--- src/sv/brf_pkg.sv ---
package brf_pkg;

  // input item kinds, carried on in_tuser
  localparam logic OP_PUSH = 1'b0;
  localparam logic OP_POP  = 1'b1;

  localparam int unsigned CAP_W      = 9;
  localparam int unsigned BYTE_W     = 8;
  localparam int unsigned CNT_W      = 32;
  localparam int unsigned IN_DATA_W  = 8;
  localparam int unsigned OUT_DATA_W = 56;

  localparam logic [CAP_W-1:0] CAP_RESET = 9'd256;

  // controller to datapath
  typedef struct packed {
    logic accept;   // input item taken this cycle
    logic is_pop;   // taken item is a pop
  } brf_cmd_t;

endpackage

--- src/sv/byte_ring_fifo_core.sv ---
// Byte ring FIFO. Each input item is a push (in_tuser = 0, byte in in_tdata)
// or a pop (in_tuser = 1); each produces exactly one result item reporting
// success, the popped byte (0 unless a pop succeeded), the occupancy after
// the step and the wrapping 32-bit count of pushes dropped on a full ring.
// One slot of the ring always stays empty, so at most capacity - 1 bytes
// are held; a capacity below 2 rejects every push without counting it, and
// a capacity above DEPTH acts as DEPTH. Writing cfg_wr_data (only while the
// block is idle) sets the capacity and clears both indices and the drop
// count; stored bytes are kept. Timing: a push result is ready the cycle
// after the push is taken, so pushes run at one item per cycle while each
// result is taken at once; a pop passes through ST_READ, as the byte store
// has a registered read port, and takes no new item there. The result sits
// in an output register, and a new item may enter in the same cycle it is taken.
module byte_ring_fifo_core #(
  parameter int unsigned DEPTH = 256   // store size, 2 to 65535
) (
  input  logic                           clk,
  input  logic                           rst_n,
  // input channel
  input  logic                           in_tvalid,
  output logic                           in_tready,
  input  logic [brf_pkg::IN_DATA_W-1:0]  in_tdata,   // [7:0] push_data
  input  logic                           in_tuser,   // [0] operation: 0 push, 1 pop
  // result channel
  output logic                           out_tvalid,
  input  logic                           out_tready,
  output logic [brf_pkg::OUT_DATA_W-1:0] out_tdata,  // [0] accepted, [8:1] pop_data,
                                                     // [16:9] occupancy,
                                                     // [48:17] dropped_count, rest 0
  // capacity register
  input  logic                           cfg_wr_en,
  input  logic [brf_pkg::CAP_W-1:0]      cfg_wr_data // ring_capacity
);
  import brf_pkg::*;

  brf_cmd_t cmd;

  // handshake and pop sequencing
  brf_ctrl u_ctrl (
    .clk        (clk),
    .rst_n      (rst_n),
    .in_tvalid  (in_tvalid),
    .in_op      (in_tuser),
    .out_tready (out_tready),
    .in_tready  (in_tready),
    .out_tvalid (out_tvalid),
    .cmd        (cmd)
  );

  // indices, drop counter, byte store, result register
  brf_datapath #(
    .DEPTH (DEPTH)
  ) u_dp (
    .clk         (clk),
    .rst_n       (rst_n),
    .cmd         (cmd),
    .push_data   (in_tdata[BYTE_W-1:0]),
    .cfg_wr_en   (cfg_wr_en),
    .cfg_wr_data (cfg_wr_data),
    .result      (out_tdata)
  );

endmodule

--- src/sv/brf_ctrl.sv ---
module brf_ctrl (
  input  logic            clk,
  input  logic            rst_n,
  input  logic            in_tvalid,
  input  logic            in_op,
  input  logic            out_tready,
  output logic            in_tready,
  output logic            out_tvalid,
  output brf_pkg::brf_cmd_t cmd
);
  import brf_pkg::*;

  typedef enum logic {
    ST_IDLE,
    ST_READ
  } state_t;

  state_t state_r, state_nxt;
  logic   out_valid_r, out_valid_nxt;
  logic   take;

  assign in_tready  = (state_r == ST_IDLE) && (!out_valid_r || out_tready);
  assign take       = in_tvalid && in_tready;
  assign out_tvalid = out_valid_r;

  assign cmd.accept = take;
  assign cmd.is_pop = (in_op == OP_POP);

  always_comb begin
    state_nxt     = state_r;
    out_valid_nxt = out_valid_r && !out_tready;
    case (state_r)
      ST_IDLE: begin
        if (take) begin
          if (in_op == OP_POP) begin
            // the store read is registered, so wait in ST_READ
            state_nxt     = ST_READ;
            out_valid_nxt = 1'b0;
          end else begin
            out_valid_nxt = 1'b1;
          end
        end
      end
      ST_READ: begin
        state_nxt     = ST_IDLE;
        out_valid_nxt = 1'b1;
      end
      default: begin
        state_nxt     = ST_IDLE;
        out_valid_nxt = 1'b0;
      end
    endcase
  end

  always_ff @(posedge clk) begin
    if (!rst_n) begin
      state_r     <= ST_IDLE;
      out_valid_r <= 1'b0;
    end else begin
      state_r     <= state_nxt;
      out_valid_r <= out_valid_nxt;
    end
  end

endmodule

--- src/sv/brf_datapath.sv ---
module brf_datapath #(
  parameter int unsigned DEPTH = 256
) (
  input  logic                              clk,
  input  logic                              rst_n,
  input  brf_pkg::brf_cmd_t                 cmd,
  input  logic [brf_pkg::BYTE_W-1:0]        push_data,
  input  logic                              cfg_wr_en,
  input  logic [brf_pkg::CAP_W-1:0]         cfg_wr_data,
  output logic [brf_pkg::OUT_DATA_W-1:0]    result
);
  import brf_pkg::*;

  localparam int unsigned IW = (DEPTH > 1) ? $clog2(DEPTH) : 1;
  // wide enough for capacity, DEPTH and index + 1
  localparam int unsigned SW = ((IW + 1) > CAP_W) ? (IW + 1) : CAP_W;
  localparam logic [SW-1:0] DEPTH_S = SW'(DEPTH);
  localparam logic [SW-1:0] TWO_S   = SW'(2);

  logic [BYTE_W-1:0] mem [DEPTH];

  logic [CAP_W-1:0]  cap_r;
  logic [IW-1:0]     w_idx_r, w_idx_nxt;
  logic [IW-1:0]     r_idx_r, r_idx_nxt;
  logic [CNT_W-1:0]  drop_r, drop_nxt;
  logic              ok_r, ok_nxt;
  logic              pop_ok_r;
  logic [BYTE_W-1:0] rd_data_r;
  logic [BYTE_W-1:0] occ_r;

  logic [SW-1:0] cap_ext, cap_eff, w_ext, r_ext, w_inc, r_inc;
  logic [SW-1:0] w_adv, r_adv, w_new, r_new, held;
  logic          can_push, full, not_empty, do_write;

  always_comb begin
    cap_ext   = SW'(cap_r);
    cap_eff   = (cap_ext > DEPTH_S) ? DEPTH_S : cap_ext;
    w_ext     = SW'(w_idx_r);
    r_ext     = SW'(r_idx_r);
    w_inc     = w_ext + SW'(1);
    r_inc     = r_ext + SW'(1);
    w_adv     = (w_inc >= cap_eff) ? '0 : w_inc;
    r_adv     = (r_inc >= cap_eff) ? '0 : r_inc;
    can_push  = (cap_eff >= TWO_S);
    full      = (w_adv == r_ext);
    not_empty = (w_idx_r != r_idx_r);

    w_idx_nxt = w_idx_r;
    r_idx_nxt = r_idx_r;
    drop_nxt  = drop_r;
    ok_nxt    = 1'b0;
    do_write  = 1'b0;

    if (cmd.is_pop) begin
      if (not_empty) begin
        r_idx_nxt = r_adv[IW-1:0];
        ok_nxt    = 1'b1;
      end
    end else if (can_push) begin
      if (full) begin
        drop_nxt = drop_r + CNT_W'(1);
      end else begin
        w_idx_nxt = w_adv[IW-1:0];
        ok_nxt    = 1'b1;
        do_write  = 1'b1;
      end
    end

    // occupancy after the step, wrap aware
    w_new = SW'(w_idx_nxt);
    r_new = SW'(r_idx_nxt);
    held  = (w_new >= r_new) ? (w_new - r_new) : (cap_eff - r_new + w_new);
  end

  always_ff @(posedge clk) begin
    if (cmd.accept && do_write) begin
      mem[w_idx_r] <= push_data;
    end
    if (cmd.accept && cmd.is_pop) begin
      rd_data_r <= mem[r_idx_r];
    end
  end

  always_ff @(posedge clk) begin
    if (!rst_n) begin
      cap_r   <= CAP_RESET;
      w_idx_r <= '0;
      r_idx_r <= '0;
      drop_r  <= '0;
    end else if (cfg_wr_en) begin
      cap_r   <= cfg_wr_data;
      w_idx_r <= '0;
      r_idx_r <= '0;
      drop_r  <= '0;
    end else if (cmd.accept) begin
      w_idx_r <= w_idx_nxt;
      r_idx_r <= r_idx_nxt;
      drop_r  <= drop_nxt;
    end
  end

  always_ff @(posedge clk) begin
    if (cmd.accept) begin
      ok_r     <= ok_nxt;
      pop_ok_r <= ok_nxt && cmd.is_pop;
      occ_r    <= held[BYTE_W-1:0];
    end
  end

  assign result = {7'd0, drop_r, occ_r,
                   (pop_ok_r ? rd_data_r : {BYTE_W{1'b0}}), ok_r};

endmodule

--- config.mk ---
export PLATFORM = sky130hd
export DESIGN_NAME = byte_ring_fifo_core
export DESIGN_NICKNAME = d
export VERILOG_FILES = /design/src/sv/brf_pkg.sv /design/src/sv/byte_ring_fifo_core.sv /design/src/sv/brf_ctrl.sv /design/src/sv/brf_datapath.sv
export SDC_FILE = /design/constraint.sdc
export NUM_CORES = 2
export LEC_CHECK = 0
export BUFFER_PORTS_ARGS = -buffer_cell sky130_fd_sc_hd__buf_2
export CORE_ASPECT_RATIO = 1.2
export CORE_UTILIZATION = 55
export CTS_CLUSTER_SIZE = 16
export DETAILED_ROUTE_END_ITERATION = 6
export HOLD_SLACK_MARGIN = 0.05
export PLACE_DENSITY = 0.71
export SLEW_MARGIN = 30
export SYNTH_ARGS = -nofsm -noshare
export SYNTH_HDL_FRONTEND = slang
export SYNTH_SLANG_ARGS = --single-unit
--- constraint.sdc ---
create_clock -name clk -period 11.3 [get_ports clk]
set_input_delay 0 -clock clk [delete_from_list [all_inputs] [get_ports clk]]
set_output_delay 0 -clock clk [all_outputs]
set_load 0.01 [all_outputs]
# Word level (Yosys, flattened, before mapping)
# Memory sizes are Yosys's and may differ from the RTL's. A register that Yosys moved wholly into a read port is not among the register bits.
# Index checks and enable logic that the tools add are counted.
# word_totals
word_cells	60
output_inout_bits	58
ram_bits	2048
ff_bits	69
n_memories	1
inputBits	23
# memory_table
memory	words	width	read_ports	rd_clocked_by_memory_dff	wr	line_no	source
u_dp.mem	256	8	1	1	1	brf_datapath.sv:20	logic [BYTE_W-1:0] mem [DEPTH];
# classes
n_addsub	6
n_eq_ne	2
mux	23
reduce_logical	11
bitwise_logic	3
n_lt_le_gt_ge	5
# ops
op	n
8-bit 2-to-1 mux	8
32-bit by 1-bit adder with 32-bit output, second input constant	1
8-bit by 1-bit adder with 9-bit output, second input constant	2
9-bit >= comparator	2
9-bit 2-to-1 mux	2
8-bit subtractor	2
1-bit 2-to-1 mux	11
9-bit by 8-bit equality test with 1-bit output	1
9-bit by 2-bit >= comparator with 1-bit output, second input constant	1
9-bit > comparator, second input constant	1
8-bit adder	1
8-bit >= comparator	1
8-bit != test	1
1-bit logical AND	6
1-bit one-hot mux with 2 select lines	2
4-bit AND reduction	1
1-bit NOT	3
1-bit logical NOT	2
2-bit OR reduction	1
1-bit logical OR	1

# Longest topological paths before layout
# depth
ltp_word	11
ltp_mapped	29
depth_no_buf	27

# By module
# A second synthesis with hierarchy kept.
# unflattened
cells_unflattened	3958
hier_area_um2	84199.5
# by_module_without_submodules
module	cells_each	seq_area_each_um2	n_inst	area_per_inst_um2
brf_datapath	3947	63180.6	1	84085.6
brf_ctrl	11	40.0	1	113.9

# Least setup slack after synthesis
# No wires, ideal clock.
# synth_path
path_type	flip-flop to flip-flop
start	register u_dp.w_idx_r[1]
end	register u_dp.occ_r[7], data pin
path_buffers	1
t_required_ps	11029
arrival_time_ps	5811
setup_ps	271
path_stages_with_launch	26
period_less_slack_ps	6082
slack_ps	5218
cell_sequence	dfxtp_1 > ha_1 > and3_1 > nand3_1 > xor2_1 > inv_1 > ha_1 > nand4_1 > or2_2 > o211ai_2 > mux2_2 > o211a_1 > o21ai_0 > clkbuf_1 > mux2i_1 > inv_1 > fa_1 > ha_1 > a21o_1 > a21oi_1 > o21ai_0 > o41ai_1 > xnor2_1 > xnor2_1 > xnor2_1 > mux2i_1
# synth_via
elab_chain_len	9
word_cells_on_any_way	15
cone_classes	add/sub (4); order compare (2); eq/ne (2); mux (7)
# synth_lines
item	line_no	source
from (decl)	brf_datapath.sv:23	logic [IW-1:0] w_idx_r, w_idx_nxt;
from (signal assigned)	brf_datapath.sv:96	w_idx_r <= w_idx_nxt;
8-bit by 1-bit adder with 9-bit output	brf_datapath.sv:40	w_inc = w_ext + SW'(1);
9-bit >= comparator	brf_datapath.sv:42	w_adv = (w_inc >= cap_eff) ? '0 : w_inc;
9-bit 2-to-1 mux	brf_datapath.sv:42	
9-bit by 8-bit equality test with 1-bit output	brf_datapath.sv:45	full = (w_adv == r_ext);
8-bit 2-to-1 mux	brf_datapath.sv:60	if (full) begin
8-bit 2-to-1 mux	brf_datapath.sv:59	end else if (can_push) begin
8-bit 2-to-1 mux (*)	brf_datapath.sv:54	if (cmd.is_pop) begin
via u_dp.w_idx_nxt[1]	brf_datapath.sv:23	
8-bit adder, or another cell as far along	brf_datapath.sv:72	held = (w_new >= r_new) ? (w_new - r_new) : (cap_eff - r_new + w_new);
8-bit 2-to-1 mux (*)	brf_datapath.sv:72	
via u_dp.held[7]	brf_datapath.sv:32	logic [SW-1:0] w_adv, r_adv, w_new, r_new, held;
to (signal assigned)	brf_datapath.sv:106	occ_r <= held[BYTE_W-1:0];
to (decl)	brf_datapath.sv:29	logic [BYTE_W-1:0] occ_r;
# Mark *: on every way through the listed nets, which the timed path passes. The rest lies on a longest branch.
# A chain may end at the register's enable or synchronous reset.

# Worst setup path after layout
# layout_path
start	register u_dp.w_idx_r[0]
end	register u_dp.occ_r[7], data pin
# layout_via
elab_chain_len	9
word_cells_on_any_way	15
cone_classes	add/sub (4); order compare (2); eq/ne (2); mux (7)
# layout_lines
item	line_no
8-bit by 1-bit adder with 9-bit output (*)	brf_datapath.sv:40
9-bit >= comparator	brf_datapath.sv:42
9-bit 2-to-1 mux (*)	brf_datapath.sv:42
9-bit by 8-bit equality test with 1-bit output	brf_datapath.sv:45
8-bit 2-to-1 mux (*)	brf_datapath.sv:60
8-bit 2-to-1 mux (*)	brf_datapath.sv:59
8-bit 2-to-1 mux (*)	brf_datapath.sv:54
via u_dp.w_idx_nxt[1]	brf_datapath.sv:23
8-bit adder, or another cell as far along	brf_datapath.sv:72
8-bit 2-to-1 mux (*)	brf_datapath.sv:72
via u_dp.held[7]	brf_datapath.sv:32
# Marks and branches as above.

==> run metrics <==
status=finished clean; Yosys top cell area share=73.50%; area leader, netlist=edfxtp_1; Core Box Area=152400 um2; period utilization=a little under three quarters; critical path, cell by cell=ha_1, and3_1, nand3_1, xor2_1, inv_1, ha_1, nand4_1, or2_2, o211ai_2, mux2_2, o211a_1, o21ai_1, mux2i_1, inv_1, fa_1, ha_1, a21o_1, a21oi_1, o21ai_0, o41ai_1, xnor2_1, xnor2_1, xnor2_1, mux2i_1; Clock Path Buffers=3; clk sink count=2125; worst r2r path cells=24; sequential area share after synthesis=roughly 75%; number of routed nets with antenna violations=0; CTS root buffer=clkbuf_16; top_reg_cell synth=edfxtp_1; Antenna Diode Count=0; CP Capture Type=register; Synth area leaders=edfxtp_1, mux4_2, nor2_1; synth unique cells=60; CTS clk-pin slew, worst paths=0.06 ns; Synth top cells by count=edfxtp_1, mux4_2, nor2_1; top-count cell post-synth=edfxtp_1; Worst Setup Start Kind=register; Critical Path Max Stage Delay=0.79 ns; WP data arrival=8.61 ns; Iteration-0 DRC Markers=around 4500; Yosys Warn Count=0; first-pass GRT wire length=278900 um; Placement Rows=157; Hold Path Class=input pin to register; Area Growth Syn to Fin=11.27%; worst-path maximum fanout=16; Tightest Pin Transition=1.060 ns; hold slack=0.2503 ns; Initial Util=between 50% and 60%; PortBufs=73; worst clock skew=0.02803 ns; total wire length=189300 um; share of layout cells above drive strength 1=around a quarter; Peak VDD IR=0.1524 mV; clock latency on the worst-skew pair=0.82 ns; worst hold path depth=2; # IOs=a little over 80; min Tclk post-route=8.065 ns; initial antenna violation count=2; # Post-CTS Setup Buffers=0; post-route setup TNS=0 ns; crit-path leading delay family=compound AO/OA/AOI/OAI gates; Pleak=approximately 28 nW; DRC Markers=0; synthesized area=84400 um2; Area after DPL=roughly 87000 um2; TritonCTS clock tree=yes; Mapped Avg Cell Area=21.23 um2; number of flops mapped to enable cells by yosys=2066; Max Freq=0.1240 GHz; Crit path depth=24; Setup CP Type=register to register; Routed WL per cell=30.27 um; Die Ht=roughly 430 um; GRT overflow=0; MaxCap Viol Count=0; die width=359.6 um; CTS Buf Count=192; design area=93920 um2; vias in the first global route=between 40000 and 50000; RSZ-0062 raised after global routing=no; total track usage=24.79%; Slew Viols, Final=0; via/cell ratio=6.395; Post-synth ARST share=0%; pwr dens=around 170 nW/um2; flop and latch count out of synthesis=2125; die footprint=about 160000 um2; Slew Limit Headroom=about 29%; CP Data Required Time=between 10 and 15 ns; number of H-tree levels=4; final setup fails=0; fin nets=4181; via count=40000; Cells after Synth=3976; DPL Wire Length=110600 um; largest net degree at the start of global routing=195; Initial DRT Pass Iterations=6; CP Buf/Inv Count=2; Slowest-stage cell, CP=o21ai_1; gpl congestion=0.8650; Final Hold Viols=0
[power breakdown]
| part | internal (mW) | switching (mW) |
|---|---|---|
| Sequential | 8.64 | 0.00508 |
| Combinational | 0.0619 | 0.188 |
| Clock | 3.80 | 2.82 |
| Total | 12.5 | 3.02 |
[per-stage QoR]
step	util, %	power [mW]	std cells	setup slack (ns)
3_3_place_gp	57.02	9.041	5849	3.553
6_report	61.61	15.52	6254	3.235
3_5_place_dp	57.07	9.052	5850	3.331
2_1_floorplan	-	8.890	3982	5.218
4_1_cts	61.60	15.59	6254	3.334
5_1_grt	61.61	15.89	6254	2.835
[registers in the layout, summed over array words and instances, names as in the netlist]
signal	flops
u_ctrl.out_tvalid	1
u_ctrl.state_r	1
u_dp.cap_ext	9
u_dp.drop_r	32
u_dp.mem	2048
u_dp.occ_r	8
u_dp.ok_r	1
u_dp.pop_ok_r	1
u_dp.r_idx_r	8
u_dp.rd_data_r	8
u_dp.w_idx_r	8
[worst paths after layout]
path / startpoint / to / slack, ns
min reg2reg: u_dp.drop_r[16]$_SDFFE_PP0P_ / u_dp.drop_r[16]$_SDFFE_PP0P_ / 0.49
min: in_tdata[3] / u_dp.mem[38][3]$_DFFE_PP_ / 0.25
max reg2reg: u_dp.w_idx_r[0]$_SDFFE_PP0P_ / u_dp.occ_r[7]$_DFFE_PP_ / 3.24
max: u_dp.w_idx_r[0]$_SDFFE_PP0P_ / u_dp.occ_r[7]$_DFFE_PP_ / 3.24
[kinds of logic after synthesis]
family,after synthesis,synth area share (%)
buffers and inverters,288,1.356
AND/OR/NAND/NOR,584,3.116
adder cells (fa/ha/maj),48,0.7827
XOR/XNOR,51,0.5292
other,1,0.004443
flip-flops,2125,74.90
multiplexers,712,18.07
AO/OA/AOI/OAI,167,1.244
[timing repair]
action	CTS	global route
resized for setup	0	0
hold endpoints to repair	773	0
endpoints found under the setup margin	0	0
hold buffers	53	0
[layout make-up]
class / count / area (um2)
clock buffers: 227 / 5000
flip-flops and latches: 2125 / 63240
inverters: 38 / 142.6
clock inverters: 124 / 1361
fillers: 10230 / 58520
well taps: 1987 / 2486
repair buffers: 184 / 1494
multi-input cells: 1569 / 20190
[layout by cell type, fill, tap and decap left out, types with 38 or more instances in the layout]
master and instances:
inv_1 38, nor2_1 325, dfxtp_1 53, mux4_2 648
edfxtp_1 2066, clkinv_1 43, buf_2 65, dlygate4sd3_1 53
ha_1 40, buf_4 46, nor2b_1 44, nand2_1 70
mux2i_1 53, xnor2_1 39, clkbuf_16 195, a21oi_1 58
[per-layer routing]
metal | GRT usage [%] | wire length [um] | share of wire (%)
met3 | 4.132 | 14680 | 7.8
met2 | 40.95 | 95660 | 51
met4 | 7.041 | 5140 | 2.7
met5 | 0 | 0 | 0
met1 | 34.54 | 73850 | 39
No activity file was read; power rests on OpenSTA's default activity.
